`src/design/rmd_pkg.sv`:
```
// Package: shared constants and types for the RSSI motion detector
`timescale 1ns / 1ps
`default_nettype none
package rmd_pkg;
    localparam int WINDOW_DEPTH_DEF  = 128;
    localparam int HISTORY_DEPTH_DEF = 10;
    localparam logic [7:0]  WINDOW_LENGTH_RST = 8'd100;
    localparam logic [11:0] SENSITIVITY_RST   = 12'd384;
    localparam logic [15:0] VARIANCE_RST      = 16'd256;
    localparam logic [15:0] THRESHOLD_RST     = 16'd333;
    localparam logic [16:0] KAL_Q             = 17'd3;
    localparam logic [17:0] KAL_R             = 18'd128;
    localparam logic [40:0] ACC_MAX           = {1'b0, {40{1'b1}}};
    localparam logic [0:0]  CFG_WINDOW_LENGTH = 1'b0;
    localparam logic [0:0]  CFG_SENSITIVITY   = 1'b1;

    typedef struct packed {
        logic start;
        logic load_gain;
        logic kal_upd;
        logic ring_upd;
        logic div_mean;
        logic mean_done;
        logic acc_upd;
        logic sqrt_start;
        logic ewma_upd;
        logic hist_wr;
        logic sort_step;
        logic decide;
        logic out_load;
    } rmd_cmd_t;

    typedef struct packed {
        logic div_busy;
        logic sqrt_busy;
        logic close_win;
        logic sort_done;
    } rmd_sts_t;
endpackage
`default_nettype wire

```
`src/design/rmd_ctrl.sv`:
```
// Controller: sequences one request through filter, window and decision steps
`timescale 1ns / 1ps
`default_nettype none
module rmd_ctrl (
    input  wire logic              clk,
    input  wire logic              rst_n,
    input  wire logic              in_valid,
    output logic                   in_ready,
    output logic                   out_valid,
    input  wire logic              out_ready,
    output rmd_pkg::rmd_cmd_t      cmd,
    input  wire rmd_pkg::rmd_sts_t sts
);
    typedef enum logic [3:0] {
        S_IDLE, S_GAIN, S_KAL, S_RING, S_MEAN, S_MEANW, S_ACC, S_SQRT,
        S_EWMA, S_HIST, S_SORT, S_DECIDE, S_OUT
    } state_t;

    state_t state_reg;
    logic   out_valid_reg;

    assign in_ready  = (state_reg == S_IDLE);
    assign out_valid = out_valid_reg;

    always_comb
    begin
        cmd = '0;
        cmd.start      = in_valid && in_ready;
        cmd.load_gain  = (state_reg == S_GAIN) && !sts.div_busy;
        cmd.kal_upd    = (state_reg == S_KAL);
        cmd.ring_upd   = (state_reg == S_RING);
        cmd.div_mean   = (state_reg == S_MEAN);
        cmd.mean_done  = (state_reg == S_MEANW) && !sts.div_busy;
        cmd.acc_upd    = (state_reg == S_ACC);
        cmd.sqrt_start = (state_reg == S_ACC) && sts.close_win;
        cmd.ewma_upd   = (state_reg == S_SQRT) && !sts.sqrt_busy;
        cmd.hist_wr    = (state_reg == S_HIST);
        cmd.sort_step  = (state_reg == S_SORT);
        cmd.decide     = (state_reg == S_DECIDE);
        cmd.out_load   = (state_reg == S_OUT) && (!out_valid_reg || out_ready);
    end

    always_ff @(posedge clk or negedge rst_n)
    begin
        if (!rst_n)
        begin
            state_reg     <= S_IDLE;
            out_valid_reg <= 1'b0;
        end
        else
        begin
            if (cmd.out_load)
                out_valid_reg <= 1'b1;
            else if (out_valid_reg && out_ready)
                out_valid_reg <= 1'b0;
            unique case (state_reg)
                S_IDLE:   if (cmd.start) state_reg <= S_GAIN;
                S_GAIN:   if (!sts.div_busy) state_reg <= S_KAL;
                S_KAL:    state_reg <= S_RING;
                S_RING:   state_reg <= S_MEAN;
                S_MEAN:   state_reg <= S_MEANW;
                S_MEANW:  if (!sts.div_busy) state_reg <= S_ACC;
                S_ACC:    state_reg <= sts.close_win ? S_SQRT : S_OUT;
                S_SQRT:   if (!sts.sqrt_busy) state_reg <= S_HIST;
                S_EWMA:   state_reg <= S_HIST;
                S_HIST:   state_reg <= S_SORT;
                S_SORT:   if (sts.sort_done) state_reg <= S_DECIDE;
                S_DECIDE: state_reg <= S_OUT;
                S_OUT:    if (cmd.out_load) state_reg <= S_IDLE;
                default:  state_reg <= S_IDLE;
            endcase
        end
    end

    a_accept_idle: assert property (@(posedge clk) disable iff (!rst_n)
        cmd.start |=> state_reg == S_GAIN)
        else $error("accept did not start work");
    a_out_hold: assert property (@(posedge clk) disable iff (!rst_n)
        out_valid_reg && !out_ready |=> out_valid_reg)
        else $error("result dropped");
    a_no_accept_busy: assert property (@(posedge clk) disable iff (!rst_n)
        state_reg != S_IDLE |-> !in_ready)
        else $error("accept while busy");
endmodule
`default_nettype wire

```
`config.mk`:
```
export PLATFORM = sky130hd
export DESIGN_NAME = rmd_ctrl
export DESIGN_NICKNAME = d
export VERILOG_FILES = /design/src/design/rmd_pkg.sv /design/src/design/rmd_ctrl.sv
export SDC_FILE = /design/constraint.sdc
export NUM_CORES = 1
export LEC_CHECK = 0
export BUFFER_PORTS_ARGS = -buffer_cell sky130_fd_sc_hd__buf_4
export CELL_PAD_IN_SITES_DETAIL_PLACEMENT = 0
export CELL_PAD_IN_SITES_GLOBAL_PLACEMENT = 1
export CORE_AREA = 5 5 49 51
export DETAILED_ROUTE_END_ITERATION = 6
export DIE_AREA = 0 0 54 56
export GPL_ROUTABILITY_DRIVEN = 0
export PLACE_DENSITY = 0.66
export SETUP_SLACK_MARGIN = 0.2
export SLEW_MARGIN = 20
export SYNTH_ARGS = -nofsm -noshare
export SYNTH_HDL_FRONTEND = slang
export SYNTH_SLANG_ARGS = --single-unit
export TNS_END_PERCENT = 20
```
`constraint.sdc`:
```
create_clock -name clk -period 1.4 [get_ports clk]
set_input_delay 0.28 -clock clk [delete_from_list [all_inputs] [get_ports clk]]
set_output_delay 0.28 -clock clk [all_outputs]
set_load 0.05 [all_outputs]
```
After elaboration in Yosys (flattened, before gate mapping)
Index checks and enable logic that the tools add are counted.
W data, S select, Z words.

cells by class
  equality and inequality tests = 18
  mux-type cells = 10
  reductions and logical operators = 14

operator list
  operator              count
  $pmux W4 S13          1
  $mux W4               7
  $eq A4 B4 Y1 const B  5
  $eq A4 B3 Y1 const B  4
  $eq A4 B2 Y1 const B  2
  $ne A2 B2 Y1 const B  4
  $logic_and A1 B1 Y1   7
  $reduce_and A6 Y1     1
  $eq A4 B1 Y1 const B  1
  $logic_not A4 Y1      1
  $ne A2 B1 Y1 const B  2
  $logic_not A1 Y1      3
  $mux W1               2
  $reduce_bool A2 Y1    1
  $logic_or A1 B1 Y1    1

storage, ports and cells
  register bits after elaboration = 5
  bits of input ports = 8
  word-level logic and storage cells = 44

Logic depth before layout (Yosys ltp)
Gate-level depths: netlist of the first run.

  depth after elaboration = 5
  depth in mapped cells = 5
  depth with buffers taken out = 4

Worst setup path after synthesis of the first run
Ideal clock, no wire load.

  path kind = flip-flop to output port
  from = register state_reg[1]
  to = output port cmd[12] (netlist bit)
  arrival = 2.791 ns
  data required time = 1.120 ns
  path slack = -1.671 ns
  stages on the path, launching flop included = 4
  path buffers = 1
  cell sequence = dfrtp_1 > buf_2 > nor4_1 > and2_1

RTL lines
  element                 RTL line        text
  start, declared         rmd_ctrl.sv:19  state_t state_reg;
  start signal, assigned  rmd_ctrl.sv:63  S_ACC: state_reg <= sts.close_win ? S_SQRT : S_OUT;
  end, declared           rmd_ctrl.sv:11  output rmd_pkg::rmd_cmd_t cmd,

==> metrics.txt, run 1 <==
# TYPE chip_impl_metric gauge
chip_impl_info{name="status",value="finished with violations"} 1
chip_impl_info{name="violations",value="setup timing"} 1
chip_impl_metric{name="max_slew.worst_pin.slew",unit="ps"} 257
chip_impl_metric{name="reg2reg_setup_slack",unit="ps"} -20
chip_impl_metric{name="numPortBuffers",unit=""} 22
chip_impl_metric{name="stdcell_count",unit=""} 130
chip_impl_metric{name="postRouteWirelength",unit="µm"} 1520
chip_impl_metric{name="synth_largest_type_area_fraction",unit="%"} 28.3
chip_impl_metric{name="grt_first_pass_wirelength",unit="µm"} 2510
chip_impl_metric{name="critical_path_peak_fanout",unit=""} 3
chip_impl_metric{name="max_cap_violations",unit=""} 0
chip_impl_metric{name="timing.reg2reg.worst_path_depth",unit=""} 5
chip_impl_info{name="critical_path.endpoint_type",value="output port"} 1
chip_impl_metric{name="clkLatencyLatePin",unit="ps"} 240
chip_impl_metric{name="crit_required",unit="ps"} 1120
chip_impl_metric{name="cts-buffers-inserted",unit=""} 3
chip_impl_metric{name="cts_buffer_depth",unit=""} 2
chip_impl_metric{name="post-route-min-period",unit="ps"} 1670
chip_impl_metric{name="worst_slack",unit="ps"} -269
chip_impl_metric{name="post_synth.cell_area_avg",unit="µm²"} 7.12
chip_impl_metric{name="wl_per_instance",unit="µm"} 11.7
chip_impl_metric{name="synth_area",unit="µm²"} 442
chip_impl_metric{name="post-route-util",unit="%"} 49.1
chip_impl_metric{name="finalSetupViolCount",unit=""} 15
chip_impl_metric{name="start_util",unit="%"} 23.2
chip_impl_metric{name="clock_sinks",unit=""} 5
chip_impl_metric{name="cts_htree_levels",unit=""} 1
chip_impl_metric{name="chipHeight",unit="µm"} 56
chip_impl_metric{name="detailed_place_hpwl",unit="µm"} 1210
chip_impl_metric{name="synth_fp_nets",unit=""} 70
chip_impl_metric{name="critPathArrivalTime",unit="ps"} 1390
chip_impl_metric{name="drv_slew",unit=""} 0
chip_impl_info{name="cts-root-buf",value="clkbuf_4"} 1
chip_impl_metric{name="worst_case_hold_slack",unit="ps"} 368
chip_impl_metric{name="antenna_cells_inserted",unit=""} 0
chip_impl_metric{name="leak_pwr",unit="nW"} 0.429
chip_impl_metric{name="relSlewSlack",unit="%"} 82.8
chip_impl_metric{name="dp_cells",unit=""} 124
chip_impl_metric{name="synth_seq_cells",unit=""} 5
chip_impl_metric{name="ys_seq_area_share",unit="%"} 28.3
chip_impl_metric{name="grt_max_degree",unit=""} 11
chip_impl_metric{name="p_per_area",unit="mW/mm²"} 2510
chip_impl_metric{name="drc",unit=""} 0
chip_impl_metric{name="routed-via-count",unit=""} 578
chip_impl_metric{name="drtAntennaViolNets",unit=""} 0
chip_impl_metric{name="grt_util_all_layers",unit="%"} 10.8
chip_impl_metric{name="ys_warn_count",unit=""} 0
chip_impl_metric{name="routed_via_density",unit=""} 4.45
chip_impl_metric{name="placement_rows",unit=""} 16
chip_impl_metric{name="io_pins",unit=""} 23
chip_impl_metric{name="max_freq",unit="MHz"} 599
chip_impl_info{name="netlist_top_cells_count",value="nor2_1 (8), nor3_1 (8), nand2_1 (7)"} 1
chip_impl_info{name="synth_top_area_cell",value="dfrtp_1"} 1
chip_impl_metric{name="nNetsFinal",unit=""} 112
chip_impl_metric{name="finalHoldViolCount",unit=""} 0
chip_impl_info{name="grt_setup_unrepaired",value="yes"} 1
chip_impl_metric{name="final_min_period_over_clock_period",unit="%"} 119
chip_impl_metric{name="floorplan.die.width",unit="µm"} 54
chip_impl_info{name="yosys-top-cells-area",value="dfrtp_1 (28%), nor3_1 (9.1%), nor2_1 (6.8%)"} 1
chip_impl_info{name="worstReg2RegStart",value="state_reg[1]$_DFFE_PN0P_"} 1
chip_impl_metric{name="synthArstFlopShare",unit="%"} 100
chip_impl_metric{name="areaGrowthSynthToFinish",unit="%"} 111
chip_impl_metric{name="timing.setup.tns",unit="ps"} -2630
chip_impl_info{name="startpoint_type",value="register"} 1
chip_impl_info{name="clock_tree_from_tritoncts",value="done"} 1
chip_impl_metric{name="ys_types",unit=""} 28
chip_impl_info{name="ys.flop_type",value="dfrtp_1"} 1
chip_impl_metric{name="fraction_of_layout_cells_with_a_size_suffix_above_1",unit="%"} 67.0
chip_impl_metric{name="core-area",unit="mm²"} 0.00190
chip_impl_metric{name="synth_edf_count",unit=""} 0
chip_impl_metric{name="grt_pass1_vias",unit=""} 616
chip_impl_info{name="timing_worst_setup_path_type",value="reg -> out"} 1
chip_impl_metric{name="die-area",unit="mm²"} 0.00302
chip_impl_metric{name="grt_overflow_total",unit=""} 0
chip_impl_metric{name="total_power_after_layout",unit="mW"} 2.34
chip_impl_metric{name="detailed_place.area",unit="µm²"} 805
chip_impl_metric{name="clock_transition_at_path_regs",unit="ps"} 40
chip_impl_metric{name="syn_inst",unit=""} 62
chip_impl_metric{name="detail_route.iter0.violations",unit=""} 4
chip_impl_metric{name="drt_pass_1_iters",unit=""} 2
chip_impl_metric{name="antenna_violations_before_repair",unit=""} 0
chip_impl_metric{name="fin_worst_skew",unit="ps"} 1.71
chip_impl_metric{name="final_cell_area",unit="µm²"} 933
chip_impl_metric{name="placement.setup.worst_slack",unit="ps"} -83.2
chip_impl_metric{name="flip_flop_count_of_the_largest_register_all_copies_and_words_added",unit=""} 4
chip_impl_metric{name="peakVddDrop",unit="µV"} 970
chip_impl_info{name="worstHoldPathType",value="in -> async"} 1
chip_impl_info{name="critical_r2r_capture",value="state_reg[1]$_DFFE_PN0P_"} 1
==> worst max-delay path by stage <==
stage | start | endpoint | slack [ps] | cells past startpoint
floorplan | state_reg[0]$_DFFE_PN0P_ | cmd[12] | -440 | 3
global placement | state_reg[0]$_DFFE_PN0P_ | cmd[11] | -40 | 4
detailed placement | state_reg[2]$_DFFE_PN0P_ | state_reg[1]$_DFFE_PN0P_ | -80 | 4
CTS | state_reg[1]$_DFFE_PN0P_ | cmd[11] | -300 | 3
global route | state_reg[0]$_DFFE_PN0P_ | cmd[12] | -340 | 4
finish | state_reg[0]$_DFFE_PN0P_ | cmd[12] | -270 | 4
==> kinds of logic after synthesis <==
logic type             Yosys count  share of synthesized area [%]
AOI/OAI and AO/OA               12                           17.3
muxes                            1                           2.55
DFF                              5                           28.3
buffers and inverters            8                           9.92
and+or+nand+nor                 36                           41.9
==> layer usage <==
layer	up-vias	routed length [µm]	global-route usage, %
met5	-	0	0
met4	0	0	4.27
met3	0	114	2.14
met2	17	768	19.2
met1	264	632	12.1
li1	297	-	-
==> area by class of cell <==
| class | count | area [µm²] |
|---|---|---|
| Clock buffer | 4 | 26.3 |
| Fill cell | 200 | 968 |
| Sequential cell | 5 | 128 |
| Tap cell | 27 | 33.8 |
| Inverter | 2 | 7.51 |
| Multi-Input combinational cell | 49 | 368 |
| Timing Repair Buffer | 43 | 370 |
==> cells in the final DEF, fill, tap and decap left out, types with 2 or more instances in the layout <==
master,netlist,layout
nor2_1,8,5
dfrtp_2,0,2
nand2_1,7,5
dfrtp_1,5,3
buf_6,1,10
nor2_2,0,3
clkbuf_4,0,3
nand2_2,0,2
a31oi_1,2,2
buf_4,1,31
nand2b_1,3,2
nor3_2,0,7
a21oi_1,4,2
a21oi_2,0,2
nand3_1,2,2
==> critical path: stages (launching register included) <==
cell	delay, ps
dfrtp_1	410
buf_4	160
nor4_4	260
and2_4	190
buf_8	130
==> power breakdown <==
| part | switching [mW] | internal (mW) |
|---|---|---|
| Sequential | 0.125 | 0.226 |
| Clock | 0.0583 | 0.108 |
| Combinational | 1.01 | 0.812 |
| Total | 1.20 | 1.15 |
==> what timing repair did <==
item / 4_1_cts / 5_1_grt
endpoints found under the setup margin: 18 / 18
pin swaps: 5 / 2
hold endpoints to repair: 5 / 0
hold buffers: 1 / 0
resized for setup: 21 / 4
setup buffers: 1 / 0
No activity file was read; power rests on OpenSTA's default activity.
==> run 2: changes to the inputs <==
--- a/config.mk
+++ b/config.mk
@@ -5,14 +5,16 @@
 export SDC_FILE = /design/constraint.sdc
 export NUM_CORES = 1
 export LEC_CHECK = 0
-export BUFFER_PORTS_ARGS = -buffer_cell sky130_fd_sc_hd__buf_4
+export ABC_AREA = 0
+export CAP_MARGIN = 20
 export CELL_PAD_IN_SITES_DETAIL_PLACEMENT = 0
 export CELL_PAD_IN_SITES_GLOBAL_PLACEMENT = 1
-export CORE_AREA = 5 5 49 51
+export CORE_AREA = 5 5 43 45
 export DETAILED_ROUTE_END_ITERATION = 6
-export DIE_AREA = 0 0 54 56
+export DIE_AREA = 0 0 48 50
+export DONT_BUFFER_PORTS = 1
 export GPL_ROUTABILITY_DRIVEN = 0
-export PLACE_DENSITY = 0.66
+export PLACE_DENSITY = 0.64
 export SETUP_SLACK_MARGIN = 0.2
 export SLEW_MARGIN = 20
 export SYNTH_ARGS = -nofsm -noshare
==> metrics.txt, run 2 (synthesis gave the netlist of run 1 again) <==
# TYPE chip_impl_metric gauge
chip_impl_metric{name="fill_cell_total_of_the_finished_layout",unit=""} 117
chip_impl_metric{name="antenna_cells_inserted",unit=""} 0
chip_impl_metric{name="final_min_period_over_clock_period",unit="%"} 118
chip_impl_info{name="worstHoldPathType",value="in -> async"} 1
chip_impl_metric{name="fraction_of_layout_cells_with_a_size_suffix_above_1",unit="%"} 68.3
chip_impl_metric{name="nNetsFinal",unit=""} 110
chip_impl_metric{name="chipHeight",unit="µm"} 50
chip_impl_metric{name="leak_pwr",unit="nW"} 0.453
chip_impl_metric{name="finalSetupViolCount",unit=""} 17
chip_impl_metric{name="timing.setup.tns",unit="ps"} -2550
chip_impl_info{name="mostFrequentLayoutCells",value="buf_4 (20), buf_6 (17), nand2_1 (6)"} 1
chip_impl_metric{name="critPathArrivalTime",unit="ps"} 1370
chip_impl_metric{name="grt_first_pass_wirelength",unit="µm"} 2590
chip_impl_metric{name="crit_required",unit="ps"} 1120
chip_impl_info{name="critical_r2r_capture",value="state_reg[1]$_DFFE_PN0P_"} 1
chip_impl_metric{name="detail_route.iter0.violations",unit=""} 8
chip_impl_metric{name="post-route-util",unit="%"} 70.5
chip_impl_metric{name="detailed_place_hpwl",unit="µm"} 1120
chip_impl_metric{name="max_freq",unit="MHz"} 608
chip_impl_metric{name="routed_via_density",unit=""} 5.30
chip_impl_metric{name="max_cap_violations",unit=""} 0
chip_impl_info{name="grt_setup_unrepaired",value="yes"} 1
chip_impl_info{name="worstReg2RegStart",value="state_reg[1]$_DFFE_PN0P_"} 1
chip_impl_metric{name="flip_flop_count_of_the_largest_register_all_copies_and_words_added",unit=""} 4
chip_impl_metric{name="wl_per_instance",unit="µm"} 14.2
chip_impl_metric{name="routed-via-count",unit=""} 620
chip_impl_metric{name="relSlewSlack",unit="%"} 84.6
chip_impl_metric{name="antenna_violations_before_repair",unit=""} 0
chip_impl_info{name="cts-root-buf",value="clkbuf_4"} 1
chip_impl_metric{name="grt_max_degree",unit=""} 10
chip_impl_info{name="timing_worst_setup_path_type",value="reg -> out"} 1
chip_impl_metric{name="cts_htree_levels",unit=""} 1
chip_impl_metric{name="floorplan.die.width",unit="µm"} 48
chip_impl_metric{name="post-route-min-period",unit="ps"} 1650
chip_impl_metric{name="core-area",unit="mm²"} 0.00144
chip_impl_metric{name="worst_slack",unit="ps"} -245
chip_impl_metric{name="start_util",unit="%"} 30.7
chip_impl_metric{name="max_slew.worst_pin.slew",unit="ps"} 230
chip_impl_metric{name="fin_worst_skew",unit="ps"} 0.505
chip_impl_metric{name="timing.reg2reg.worst_path_depth",unit=""} 6
chip_impl_metric{name="die-area",unit="mm²"} 0.00240
chip_impl_info{name="critical_path.endpoint_type",value="output port"} 1
chip_impl_metric{name="numPortBuffers",unit=""} 0
chip_impl_metric{name="grt_pass1_vias",unit=""} 611
chip_impl_metric{name="peakVddDrop",unit="µV"} 1300
chip_impl_metric{name="drtAntennaViolNets",unit=""} 0
chip_impl_metric{name="cts-buffers-inserted",unit=""} 3
chip_impl_metric{name="critical_path_peak_fanout",unit=""} 5
chip_impl_metric{name="drt_pass_1_iters",unit=""} 4
chip_impl_info{name="violations",value="setup timing"} 1
chip_impl_metric{name="grt_util_all_layers",unit="%"} 14.9
chip_impl_info{name="clock_tree_from_tritoncts",value="done"} 1
chip_impl_metric{name="grt_overflow_total",unit=""} 0
chip_impl_metric{name="areaGrowthSynthToFinish",unit="%"} 129
chip_impl_metric{name="clock_sinks",unit=""} 5
chip_impl_info{name="crit_start",value="state_reg[1]$_DFFE_PN0P_"} 1
chip_impl_info{name="startpoint_type",value="register"} 1
chip_impl_info{name="layout_commonest_cell",value="buf_4"} 1
chip_impl_metric{name="clock_transition_at_path_regs",unit="ps"} 40
chip_impl_metric{name="drc",unit=""} 0
chip_impl_metric{name="drv_slew",unit=""} 0
chip_impl_metric{name="placement_rows",unit=""} 14
chip_impl_metric{name="worst_case_hold_slack",unit="ps"} 330
chip_impl_metric{name="io_pins",unit=""} 23
chip_impl_metric{name="clkLatencyLatePin",unit="ps"} 240
chip_impl_metric{name="postRouteWirelength",unit="µm"} 1660
chip_impl_metric{name="cts_buffer_depth",unit=""} 2
chip_impl_metric{name="reg2reg_setup_slack",unit="ps"} -100
chip_impl_metric{name="p_per_area",unit="mW/mm²"} 2740
chip_impl_info{name="status",value="finished with violations"} 1
chip_impl_metric{name="finalHoldViolCount",unit=""} 0
run 2: cell types whose count changed in the layout (fill, tap and decap cells not counted), moves of 2 or more:
cell / before / now
nor2_2: 3 / 1
nor3_4: 1 / 3
buf_12: 0 / 3
buf_4: 31 / 20
nor3_2: 7 / 5
nor2_4: 0 / 2
buf_6: 10 / 17
nand2b_4: 0 / 2
nand2_2: 2 / 0
run 2: worst max-delay path, stage by stage, from the launching register on:
cell and delay, ps:
dfrtp_2 440, buf_6 130, buf_4 130, nor4_4 150, and2_4 280
run 2: cell type report:
| class | instances | area, µm² | share of cell area, % |
|---|---|---|---|
| clock buffer | 4 | 26.3 | 2.60 |
| inverter | 2 | 7.51 | 0.742 |
| tap | 16 | 20.0 | 1.98 |
| sequential | 5 | 129 | 12.7 |
| multi-input combinational | 49 | 418 | 41.3 |
| timing repair buffer | 41 | 412 | 40.7 |
run 2: worst max path at each step:
stage | endpoint | slack (ps) | cells after the start
3_5_place_dp | cmd[11] | -40 | 3
6_report | cmd[12] | -250 | 4
2_1_floorplan | cmd[12] | -440 | 3
5_1_grt | cmd[12] | -310 | 4
4_1_cts | cmd[11] | -270 | 4
3_3_place_gp | state_reg[2]$_DFFE_PN0P_ | -20 | 5
run 2: layer usage:
layer	track usage [%]	part of all wire (%)	wire length [µm]	up-vias
met5	0	0	0	-
met4	6.73	2.3	39	0
met3	7.27	8.5	142	6
met2	24.0	54	903	28
met1	15.7	35	578	290
li1	-	-	-	296
run 2: stage by stage:
step	cell area (µm²)	total power, mW	std cells	worst slack [ps]
floorplan	505	1.39	62	-437
global placement	768	1.99	105	-19.1
detailed placement	768	2.01	105	-42.9
CTS	912	2.46	115	-268
global route	1010	2.97	117	-311
finish	1010	2.78	117	-245
run 2: report_power, final:
part | total, mW | leakage [nW] | switching, mW | internal, mW
logic | 2.29 | 0.380 | 1.22 | 1.08
registers | 0.317 | 0.0579 | 0.0878 | 0.230
clock network | 0.165 | 0.0150 | 0.0571 | 0.108
total | 2.78 | 0.453 | 1.36 | 1.42
run 2: timing repair:
| action | CTS | global route |
|---|---|---|
| setup endpoints to repair | 18 | 18 |
| resized for setup | 18 | 21 |
| endpoints found under the hold margin | 5 | 0 |
| hold buffers | 1 | 0 |
| pin swaps | 4 | 5 |
| buffers inserted | 5 | 2 |
